$ cat src/lcf_pkg.sv
// ----------------------------------------------------------------------------
// lcf_pkg
// Types and constants shared by the linear convolution FIR block.
// ----------------------------------------------------------------------------
package lcf_pkg;

	localparam int VAL_W    = 16;  // Q1.15 sample / coefficient
	localparam int IDX_W    = 5;   // coefficient index
	localparam int CNT_W    = 6;   // tap count and tap counters
	localparam int PROD_W   = 32;  // Q2.30 product
	localparam int RES_W    = 40;  // Q10.30 accumulator
	localparam int TAPS_DEF = 32;  // default delay line / coefficient depth
	localparam int N_MAX    = 32;  // most taps one output may use

	localparam logic [CNT_W-1:0] TAP_COUNT_RST = CNT_W'(29);

	localparam logic OP_SAMPLE = 1'b0;
	localparam logic OP_LOAD   = 1'b1;

	typedef struct packed {
		logic                    op;
		logic [IDX_W-1:0]        coef_index;
		logic signed [VAL_W-1:0] value;
		logic                    last;
	} item_t;

	typedef struct packed {
		logic signed [RES_W-1:0] result;
		logic                    last_res;
	} res_t;

	// taps in use: register value limited to 1..lim
	function automatic logic [CNT_W-1:0] clamp_taps(input logic [CNT_W-1:0] tc,
			input logic [CNT_W-1:0] lim);
		logic [CNT_W-1:0] n;
		n = tc;
		if (n == '0) begin
			n = CNT_W'(1);
		end
		if (n > lim) begin
			n = lim;
		end
		return n;
	endfunction

endpackage

$ cat src/lcf_ram.sv
// ----------------------------------------------------------------------------
// lcf_ram
// Simple dual-port RAM: one write port, one read port, registered read data.
// ----------------------------------------------------------------------------
module lcf_ram #(
	parameter int WIDTH = lcf_pkg::VAL_W,
	parameter int DEPTH = lcf_pkg::TAPS_DEF
) (
	input  logic                                      clk,
	input  logic                                      we,
	input  logic [((DEPTH > 1) ? $clog2(DEPTH) : 1)-1:0] waddr,
	input  logic [WIDTH-1:0]                          wdata,
	input  logic [((DEPTH > 1) ? $clog2(DEPTH) : 1)-1:0] raddr,
	output logic [WIDTH-1:0]                          rdata
);

	logic [WIDTH-1:0] mem [DEPTH];

	always_ff @(posedge clk) begin
		if (we) begin
			mem[waddr] <= wdata;
		end
		rdata <= mem[raddr];
	end

endmodule

$ cat src/linear_convolution_fir.sv
// ----------------------------------------------------------------------------
// linear_convolution_fir
// Direct-form FIR computing the full linear convolution of a sample stream
// with a loaded impulse response, using one shared multiply-accumulate.
// ----------------------------------------------------------------------------
// Usage:
//   item channel (item_valid / item_ready / item): op = OP_LOAD writes one
//   Q1.15 coefficient at coef_index (ignored unless below TAPS) and gives no
//   result. op = OP_SAMPLE pushes value into the delay line and yields one
//   Q10.30 sum of products on the res channel (res_valid / res_ready / res).
//   A sample with last set also yields n-1 tail results computed with zero
//   input, the final one flagged last_res, and then clears the delay line.
//   n is tap_count (cfg_we / cfg_wdata) limited to 1..min(TAPS,32), sampled
//   when the sample is accepted; write it only while the block is idle.
// Dataflow:
//   For each result the delay line and coefficient RAMs are read once per tap
//   into a single 16x16 multiplier, followed by the RAM read data, product and
//   accumulator registers and then the output register. A sample is accepted
//   again in the cycle after its last result is loaded.
// Reset and stall:
//   Reset clears tap_count to 29 and marks both stores empty (read as zero).
//   The output register holds a result until it is taken; the next item is
//   accepted meanwhile, and a further result waits until the register frees.
// ----------------------------------------------------------------------------
module linear_convolution_fir #(
	parameter int TAPS = lcf_pkg::TAPS_DEF
) (
	input  logic                       clk,
	input  logic                       arst_n,
	input  logic                       item_valid,
	output logic                       item_ready,
	input  lcf_pkg::item_t             item,
	output logic                       res_valid,
	input  logic                       res_ready,
	output lcf_pkg::res_t              res,
	input  logic                       cfg_we,
	input  logic [lcf_pkg::CNT_W-1:0]  cfg_wdata
);

	localparam int AW  = (TAPS > 1) ? $clog2(TAPS) : 1;
	localparam int LIM = (TAPS < lcf_pkg::N_MAX) ? TAPS : lcf_pkg::N_MAX;
	localparam logic [lcf_pkg::CNT_W-1:0] N_LIM  = lcf_pkg::CNT_W'(LIM);
	localparam logic [AW-1:0]             A_LAST = AW'(TAPS - 1);

	localparam logic [1:0] ST_IDLE = 2'd0;
	localparam logic [1:0] ST_MAC  = 2'd1;
	localparam logic [1:0] ST_FIN  = 2'd2;

	logic [1:0]                    state_q;
	logic [lcf_pkg::CNT_W-1:0]     tap_count_q;
	logic [lcf_pkg::CNT_W-1:0]     n_q;
	logic [lcf_pkg::CNT_W-1:0]     tail_q;
	logic [lcf_pkg::CNT_W-1:0]     j_q;
	logic                          last_q;
	logic [AW-1:0]                 wp_q;
	logic [AW-1:0]                 rp_q;
	logic [TAPS-1:0]               cvld_q;
	logic [TAPS-1:0]               dvld_q;

	logic                          tap_s1;
	logic                          cvld_s1;
	logic                          dvld_s1;
	logic                          tap_s2;
	logic signed [lcf_pkg::PROD_W-1:0] prod_s2;
	logic signed [lcf_pkg::RES_W-1:0]  acc_q;

	lcf_pkg::res_t                 res_q;
	logic                          res_valid_q;

	logic [lcf_pkg::VAL_W-1:0]     coef_rd;
	logic [lcf_pkg::VAL_W-1:0]     dl_rd;
	logic signed [lcf_pkg::VAL_W-1:0] coef_m;
	logic signed [lcf_pkg::VAL_W-1:0] dl_m;

	logic                          accept;
	logic                          is_load;
	logic                          sample_go;
	logic                          load_wr;
	logic [lcf_pkg::CNT_W-1:0]     n_cur;
	logic [AW-1:0]                 wp_nx;
	logic [AW-1:0]                 rp_nx;
	logic [AW-1:0]                 coef_raddr;
	logic [AW-1:0]                 coef_waddr;
	logic                          pipe_empty;
	logic                          out_free;
	logic                          push;
	logic                          tail_go;
	logic                          dl_we;
	logic [lcf_pkg::VAL_W-1:0]     dl_wdata;

	assign item_ready = (state_q == ST_IDLE);
	assign accept     = item_valid && item_ready;
	assign is_load    = (item.op == lcf_pkg::OP_LOAD);
	assign sample_go  = accept && !is_load;
	assign load_wr    = accept && is_load && (int'(item.coef_index) < TAPS);
	assign coef_waddr = AW'(item.coef_index);
	assign n_cur      = lcf_pkg::clamp_taps(tap_count_q, N_LIM);

	// circular delay line: newest sample at wp_q, older ones at decreasing addresses
	assign wp_nx      = (wp_q == A_LAST) ? '0 : wp_q + AW'(1);
	assign rp_nx      = (rp_q == '0) ? A_LAST : rp_q - AW'(1);
	assign coef_raddr = j_q[AW-1:0];

	assign pipe_empty = !tap_s1 && !tap_s2;
	assign out_free   = !res_valid_q || res_ready;
	assign push       = (state_q == ST_FIN) && pipe_empty && out_free;
	assign tail_go    = push && (tail_q != '0);

	assign dl_we      = sample_go || tail_go;
	assign dl_wdata   = sample_go ? item.value : '0;

	lcf_ram #(
		.WIDTH (lcf_pkg::VAL_W),
		.DEPTH (TAPS)
	) u_coef_ram (
		.clk   (clk),
		.we    (load_wr),
		.waddr (coef_waddr),
		.wdata (item.value),
		.raddr (coef_raddr),
		.rdata (coef_rd)
	);

	lcf_ram #(
		.WIDTH (lcf_pkg::VAL_W),
		.DEPTH (TAPS)
	) u_dl_ram (
		.clk   (clk),
		.we    (dl_we),
		.waddr (wp_nx),
		.wdata (dl_wdata),
		.raddr (rp_q),
		.rdata (dl_rd)
	);

	// entries never written since reset, and delay line entries since the last flush, read as zero
	assign coef_m = cvld_s1 ? $signed(coef_rd) : '0;
	assign dl_m   = dvld_s1 ? $signed(dl_rd) : '0;

	always_ff @(posedge clk or negedge arst_n) begin
		if (!arst_n) begin
			tap_count_q <= lcf_pkg::TAP_COUNT_RST;
		end else if (cfg_we) begin
			tap_count_q <= cfg_wdata;
		end
	end

	always_ff @(posedge clk or negedge arst_n) begin
		if (!arst_n) begin
			state_q <= ST_IDLE;
			n_q     <= lcf_pkg::CNT_W'(1);
			tail_q  <= '0;
			j_q     <= '0;
			last_q  <= 1'b0;
			wp_q    <= '0;
			rp_q    <= '0;
			cvld_q  <= '0;
			dvld_q  <= '0;
		end else begin
			if (load_wr) begin
				cvld_q[coef_waddr] <= 1'b1;
			end
			if (dl_we) begin
				dvld_q[wp_nx] <= 1'b1;
			end
			case (state_q)
				ST_IDLE: begin
					if (sample_go) begin
						n_q     <= n_cur;
						last_q  <= item.last;
						tail_q  <= item.last ? n_cur - lcf_pkg::CNT_W'(1) : '0;
						wp_q    <= wp_nx;
						rp_q    <= wp_nx;
						j_q     <= '0;
						state_q <= ST_MAC;
					end
				end
				ST_MAC: begin
					if (j_q == n_q - lcf_pkg::CNT_W'(1)) begin
						state_q <= ST_FIN;
					end else begin
						j_q  <= j_q + lcf_pkg::CNT_W'(1);
						rp_q <= rp_nx;
					end
				end
				ST_FIN: begin
					if (tail_go) begin
						// zero shifted in for the next tail output
						tail_q  <= tail_q - lcf_pkg::CNT_W'(1);
						wp_q    <= wp_nx;
						rp_q    <= wp_nx;
						j_q     <= '0;
						state_q <= ST_MAC;
					end else if (push) begin
						if (last_q) begin
							dvld_q <= '0;
						end
						state_q <= ST_IDLE;
					end
				end
				default: begin
					state_q <= ST_IDLE;
				end
			endcase
		end
	end

	// read issue -> multiply -> accumulate
	always_ff @(posedge clk or negedge arst_n) begin
		if (!arst_n) begin
			tap_s1  <= 1'b0;
			cvld_s1 <= 1'b0;
			dvld_s1 <= 1'b0;
			tap_s2  <= 1'b0;
		end else begin
			tap_s1  <= (state_q == ST_MAC);
			cvld_s1 <= cvld_q[coef_raddr];
			dvld_s1 <= dvld_q[rp_q];
			tap_s2  <= tap_s1;
		end
	end

	always_ff @(posedge clk) begin
		prod_s2 <= coef_m * dl_m;
		if (sample_go || tail_go) begin
			acc_q <= '0;
		end else if (tap_s2) begin
			acc_q <= acc_q + lcf_pkg::RES_W'(prod_s2);
		end
	end

	always_ff @(posedge clk or negedge arst_n) begin
		if (!arst_n) begin
			res_valid_q <= 1'b0;
		end else if (push) begin
			res_valid_q <= 1'b1;
		end else if (res_ready) begin
			res_valid_q <= 1'b0;
		end
	end

	always_ff @(posedge clk) begin
		if (push) begin
			res_q.result   <= acc_q;
			res_q.last_res <= last_q && (tail_q == '0);
		end
	end

	assign res_valid = res_valid_q;
	assign res       = res_q;

	a_j_range: assert property (@(posedge clk) disable iff (!arst_n)
		(state_q == ST_MAC) |-> (j_q < n_q))
		else $error("tap counter ran past taps in use");

	a_n_range: assert property (@(posedge clk) disable iff (!arst_n)
		(state_q != ST_IDLE) |-> ((n_q != '0) && (n_q <= N_LIM) && (tail_q < n_q)))
		else $error("tap or tail count out of range");

	a_pipe_order: assert property (@(posedge clk) disable iff (!arst_n)
		tap_s2 |-> $past(tap_s1))
		else $error("multiply stage without a read issue");

	a_push_empty: assert property (@(posedge clk) disable iff (!arst_n)
		push |-> (!tap_s1 && !tap_s2 && (state_q == ST_FIN)))
		else $error("result transfer before accumulation finished");

	a_flush_clear: assert property (@(posedge clk) disable iff (!arst_n)
		(push && !tail_go && last_q) |=> (dvld_q == '0))
		else $error("delay line not cleared after final output");

endmodule
$ cat config.mk
export PLATFORM = sky130hd
export DESIGN_NAME = linear_convolution_fir
export DESIGN_NICKNAME = d
export VERILOG_FILES = /design/src/lcf_pkg.sv /design/src/lcf_ram.sv /design/src/linear_convolution_fir.sv
export SDC_FILE = /design/constraint.sdc
export NUM_CORES = 2
export LEC_CHECK = 0
export BUFFER_PORTS_ARGS = -buffer_cell sky130_fd_sc_hd__buf_2
export CAP_MARGIN = 30
export CELL_PAD_IN_SITES_DETAIL_PLACEMENT = 1
export CELL_PAD_IN_SITES_GLOBAL_PLACEMENT = 1
export CORE_UTILIZATION = 30
export CTS_CLUSTER_SIZE = 30
export DETAILED_ROUTE_END_ITERATION = 8
export PLACE_DENSITY_LB_ADDON = 0.3
export SKIP_LAST_GASP = 1
export SLEW_MARGIN = 15
export SYNTH_ARGS = -nofsm -noshare
export SYNTH_HDL_FRONTEND = slang
export SYNTH_SLANG_ARGS = --single-unit
$ cat constraint.sdc
create_clock -name clk -period 5.79 [get_ports clk]
set_clock_uncertainty 0.1 [all_clocks]
set_input_delay 0.579 -clock clk [delete_from_list [all_inputs] [get_ports clk]]
set_output_delay 0.579 -clock clk [all_outputs]
set_load 0.005 [all_outputs]
Word level (Yosys, flattened, before mapping)
Memories as Yosys holds them, arrays and structs flattened. A register that Yosys moved wholly into a read port is not among the register bits.
Cells that the tools add are included.

word-level totals
  memories = 2
  register bits = 219
  output and inout port bits = 43
  bits in writable memories = 1024
  logic and storage cells = 119

cells by class
  multiply operators = 1
  order comparisons = 7
  add/subtract/negate cells = 7
  reduce and logical (&&, ||, !) cells = 28
  bitwise gates (word level) = 2
  eq/ne operators = 9
  muxes and demuxes = 44

memory list
  memory          words  bits a word  read ports  clocked after memory_dff  write ports  RTL line       text
  u_coef_ram.mem  32     16           1           1                         1            lcf_ram.sv:17  logic [WIDTH-1:0] mem [DEPTH];
  u_dl_ram.mem    32     16           1           1                         1            lcf_ram.sv:17

operators with widths
  cell                   count
  $mux W32               5
  $or A32 B32 Y32        2
  $mux W16               3
  $mux W6                8
  $add A40 B32 Y40       1
  $mul A16 B16 Y32       1
  $mux W5                5
  $lt A5 B6 Y1 const B   4
  $pmux W6 S3            1
  $sub A6 B1 Y6 const B  3
  $pmux W5 S3            1
  $logic_not A6 Y1       2
  $pmux W6 S2            1
  $bmux W1 S5            2
  $demux W1 S5           2
  $ge A5 B1 Y1 const B   2
  $logic_and A1 B1 Y1    10
  $mux W1                10
  $pmux W5 S2            1
  $mux W2                4
  $add A6 B1 Y6 const B  1
  $eq A6 B6 Y1           1
  $gt A6 B6 Y1 const B   1
  $ne A2 B2 Y1 const B   3
  18 further kinds       24

Depth between registers and ports, before layout
  word-level depth = 12
  depth in mapped cells = 27

Cells and area by module
Synthesis repeated with hierarchy kept, for this count alone.

second synthesis, totals
  cells, all modules = 4422
  area, all modules = 61245.0 µm²

modules (own cells, without submodules)
  module                  times used  cells each  area an instance (µm²)
  lcf_ram                 2           1143        20535.9
  linear_convolution_fir  1           2136        20173.1

Worst setup path before layout
OpenSTA, ideal clock, no wires.

  path type = flip-flop to flip-flop
  start = reg dvld_s1
  end = reg prod_s2[24] in the netlist's numbering
  path buffers = 2
  stages on the path, launching flop included = 25
  path slack = -397 ps
  data arrival time = 6015 ps
  clock period less this slack = 6187 ps
  required time = 5618 ps
  cells stage by stage = dfrtp_1 > clkbuf_1 > and2_0 > clkbuf_1 > nand2_1 > fa_1 > inv_1 > fa_1 > inv_1 > fa_1 > inv_1 > fa_1 > fa_1 > inv_1 > fa_1 > inv_1 > ha_1 > a211oi_1 > nand2_1 > o31a_1 > a21o_1 > a21o_1 > a21o_1 > a21oi_1 > xnor2_1

between the ends
  word-level cells in the longest chain between the ends = 2

ends and longest elaborated chain
  what                    RTL line                       text
  from (decl)             linear_convolution_fir.sv:62   logic dvld_s1;
  from (signal assigned)  linear_convolution_fir.sv:218  dvld_s1 <= dvld_q[rp_q];
  $mux W16                linear_convolution_fir.sv:138  assign dl_m = dvld_s1 ? $signed(dl_rd) : '0;
  $mul A16 B16 Y32        linear_convolution_fir.sv:224  prod_s2 <= coef_m * dl_m;
  to (signal assigned)    linear_convolution_fir.sv:224
  to (decl)               linear_convolution_fir.sv:64   logic signed [lcf_pkg::PROD_W-1:0] prod_s2;

Every way passes these cells.
A chain may end at the register's enable or synchronous reset.

Final worst setup path
  start = reg dvld_s1
  end = reg prod_s2[30] in the netlist's numbering

The elaborated chain is that of the path after synthesis.

==> results.sh <==
export IMPL_wire_per_inst_microns=23.0
export IMPL_setup_tns_ns=-2.72
export IMPL_syn_avg_cell_area_sq_um=16.4
export IMPL_timing_critical_path_buf_inv=7
export IMPL_slowest_delay_ns=0.64
export IMPL_core_area_sq_um=197000
export IMPL_dr_first_iter_drc_count=2176
export IMPL_timing_rr_start="dvld_s1"
export IMPL_critPathRequiredTime_ns=6.35
export IMPL_routed_via_density=4.72
export IMPL_first_global_vias=35200
export IMPL_muxShareOfSynthArea_pct=14.0
export IMPL_ys_flop_type="edfxtp_1"
export IMPL_worst_path_stages=25
export IMPL_grt_overflow=0
export IMPL_synth_seq_cells=1275
export IMPL_netlist_instances=3650
export IMPL_synth_cell_types=75
export IMPL_placementRows=163
export IMPL_relSlewSlack_pct=34.0
export IMPL_crit_path_start_kind="flop"
export IMPL_finalHoldViolations=0
export IMPL_peakVddDrop_mv=0.334
export IMPL_worst_slew_pin_slew_ns=0.989
export IMPL_fill_cells=20200
export IMPL_max_clock_freq_mhz=163
export IMPL_cts_made_buffers=141
export IMPL_min_from="cfg_we"
export IMPL_syn_num_nets=4076
export IMPL_finalMaxSlewViolations=0
export IMPL_drive_above_1_share_pct=29.0
export IMPL_power_density_nw_per_um2=452
export IMPL_synth_top_area_share_pct=53.6
export IMPL_dr_pass1_iters=5
export IMPL_synth_xor_area_share_pct=1.20
export IMPL_grt_pass1_wl_microns=234000
export IMPL_synth_simple_area_share_pct=5.44
export IMPL_detail_route_antenna_nets=0
export IMPL_timing_hold_ws_ns=0.0722
export IMPL_crit_type="reg2reg"
export IMPL_clk_pin_slew_ns=0.06
export IMPL_clock_latency_ns=0.80
export IMPL_crit_arrival_ns=6.68
export IMPL_vias=32200
export IMPL_crit_slowest_cell="fa_2"
export IMPL_critPathLaunch="dvld_s1"
export IMPL_yosysWarnings=0
export IMPL_clockBufferDepth=3
export IMPL_cts_tree="built"
export IMPL_setup_viol=12
export IMPL_finalPower_w=0.0322
export IMPL_crit_family="adder cells"
export IMPL_syn_area_sq_um=59700
export IMPL_die_y_microns=448
export IMPL_ys_top_cells_by_area="edfxtp_1 54%, mux4_2 13%, fa_1 8.8%"
export IMPL_violations="negative setup slack"
export IMPL_synth_compound_gate_area_share_pct=3.26
export IMPL_syn_to_final_growth_pct=19.2
export IMPL_die_x_microns=448
export IMPL_p_leak_nw=25.9
export IMPL_async_flop_share_pct=8.31
export IMPL_synth_top_family_by_area="multiplexers"
export IMPL_post_route_util_pct=36.0
export IMPL_period_needed_ns=6.12
export IMPL_cp_common_cell="fa_1"
export IMPL_design_portCount=77
export IMPL_setup_ws_ns=-0.331
export IMPL_maxCapViolCount=0
export IMPL_cts_num_sinks=1275
export IMPL_place_congestion=0.876
export IMPL_start_util_pct=30.2
export IMPL_cts_htree_levels=4
export IMPL_fin_nets=4485
export IMPL_synth_area_leader_cell="edfxtp_1"
export IMPL_antenna_found_initial=15
export IMPL_whs_path_depth=2
export IMPL_synth_fa_ha_area_share_pct=11.5
export IMPL_die_area_sq_um=201000
export IMPL_path_max_fanout=8
export IMPL_fin_area_sq_um=71100
export IMPL_grt_max_degree=103
export IMPL_hpwl_microns=105000
export IMPL_wirelength_microns=157000
export IMPL_outcome="complete, but fails checks"
export IMPL_period_share_pct=106
export IMPL_synth_edff_count=1065
export IMPL_hp_class="in2reg"
export IMPL_route_detailed_drc=0
export IMPL_root_buffer="clkbuf_16"
export IMPL_rsz0062_at_grt="yes"
export IMPL_crit_path_end_kind="flop"
export IMPL_ys_seq_area_share_pct=61.5
export IMPL_grt_usage_pct=15.8
export IMPL_place_area_sq_um=65900
export IMPL_numPortBuffers=76
export IMPL_r2r_cells=25
[what timing repair did]
action | CTS | global route
buffers inserted | 2 | 7
hold buffers | 12 | 0
pin swaps | 14 | 36
endpoints found under the hold margin | 65 | 0
endpoints found under the setup margin | 12 | 14
resized for setup | 17 | 54
gates cloned | 0 | 3
[flip-flops by register name (all words and copies together) (netlist names), 16 cells and up]
name / cells
cvld_q: 32
u_coef_ram.mem: 512
acc_q: 40
res: 41
u_dl_ram.rdata: 16
dvld_q: 32
prod_s2: 32
u_coef_ram.rdata: 16
u_dl_ram.mem: 512
[layout by cell type, fill, tap and decap left out, types with 40 or more instances in the layout]
master     netlist  layout
nand2_1        228     210
xnor2_1         53      53
ha_1           129     120
buf_4            0     295
a21oi_1         78      71
clkbuf_16        0     146
nor2_2           0      68
mux2_2          40      40
dfrtp_1        101      90
buf_2           15      75
edfxtp_1      1065    1065
inv_1          323     319
mux4_2         340     340
o21ai_0         48      44
fa_1           263     248
dfxtp_1        104     104
nor2_1         262     188
[where the power goes]
part           switching, W  internal (W)  total (W)
Sequential         0.000731        0.0107     0.0114
Combinational       0.00618       0.00568     0.0119
Clock               0.00379       0.00510    0.00889
[cell usage after synthesis (6+ instances only)]
library cell / n
nor2b_1: 15
nand4_1: 14
xor2_1: 29
clkbuf_1: 106
nand2b_1: 22
or2_2: 36
dfrtp_1: 101
nor2_1: 262
a21oi_1: 78
o21ai_0: 48
edfxtp_1: 1065
o211ai_1: 6
or3_1: 6
mux4_2: 340
buf_1: 35
a21o_1: 26
dfxtp_1: 104
o21bai_1: 16
mux2_2: 40
ha_1: 129
nand3_1: 32
a31oi_1: 12
and3_1: 13
nor3_1: 23
fa_1: 263
o21ai_1: 11
buf_2: 15
o21a_1: 36
a211oi_1: 15
inv_1: 323
and2_1: 47
mux2i_1: 23
xnor2_1: 53
nand2_1: 228
[metal layers]
layer | vias up | part of all wire (%) | track usage (%)
met3 | 192 | 3.4 | 2.36
met4 | 12 | 2.0 | 4.24
met5 | - | 0.058 | 0
li1 | 14300 | - | -
met1 | 17200 | 46 | 21.5
met2 | 537 | 49 | 26.2
[logic make-up after synthesis]
logic type	Yosys count
AO/OA/AOI/OAI	295
buffers and inverters	482
multiplexers	403
AND/OR/NAND/NOR	721
XOR/XNOR	82
adder cells (fa/ha/maj)	392
flip-flops	1275
[stage by stage]
stage               setup slack, ns  instances
floorplan                   0.00498       3650
global placement             -0.537       6515
detailed placement           -0.569       6528
CTS                          -0.363       6800
global route                 -0.541       6815
finish                       -0.331       6816
[worst paths after layout]
kind	to	slack [ns]
hold / removal	tap_count_q[3]	0.07
max in group asynchronous	tap_s2	3.80
min in group asynchronous	dvld_q[9]	0.38
setup / recovery	prod_s2[30]	-0.33
hold reg to reg	cvld_q[18]	0.36
setup reg to reg	prod_s2[30]	-0.33
[area by class of cell]
cell class	count	area, sq um	share of cell area, %
sequential	1275	36700	51.7
timing repair buffer	422	3430	4.83
clock buffer	193	3900	5.48
antenna	2	5.00	0.00704
tap	2640	3300	4.64
inverter	326	1220	1.72
multi-input combinational	1893	21800	30.6
clock inverter	65	733	1.03
No activity file was read; power rests on OpenSTA's default activity.
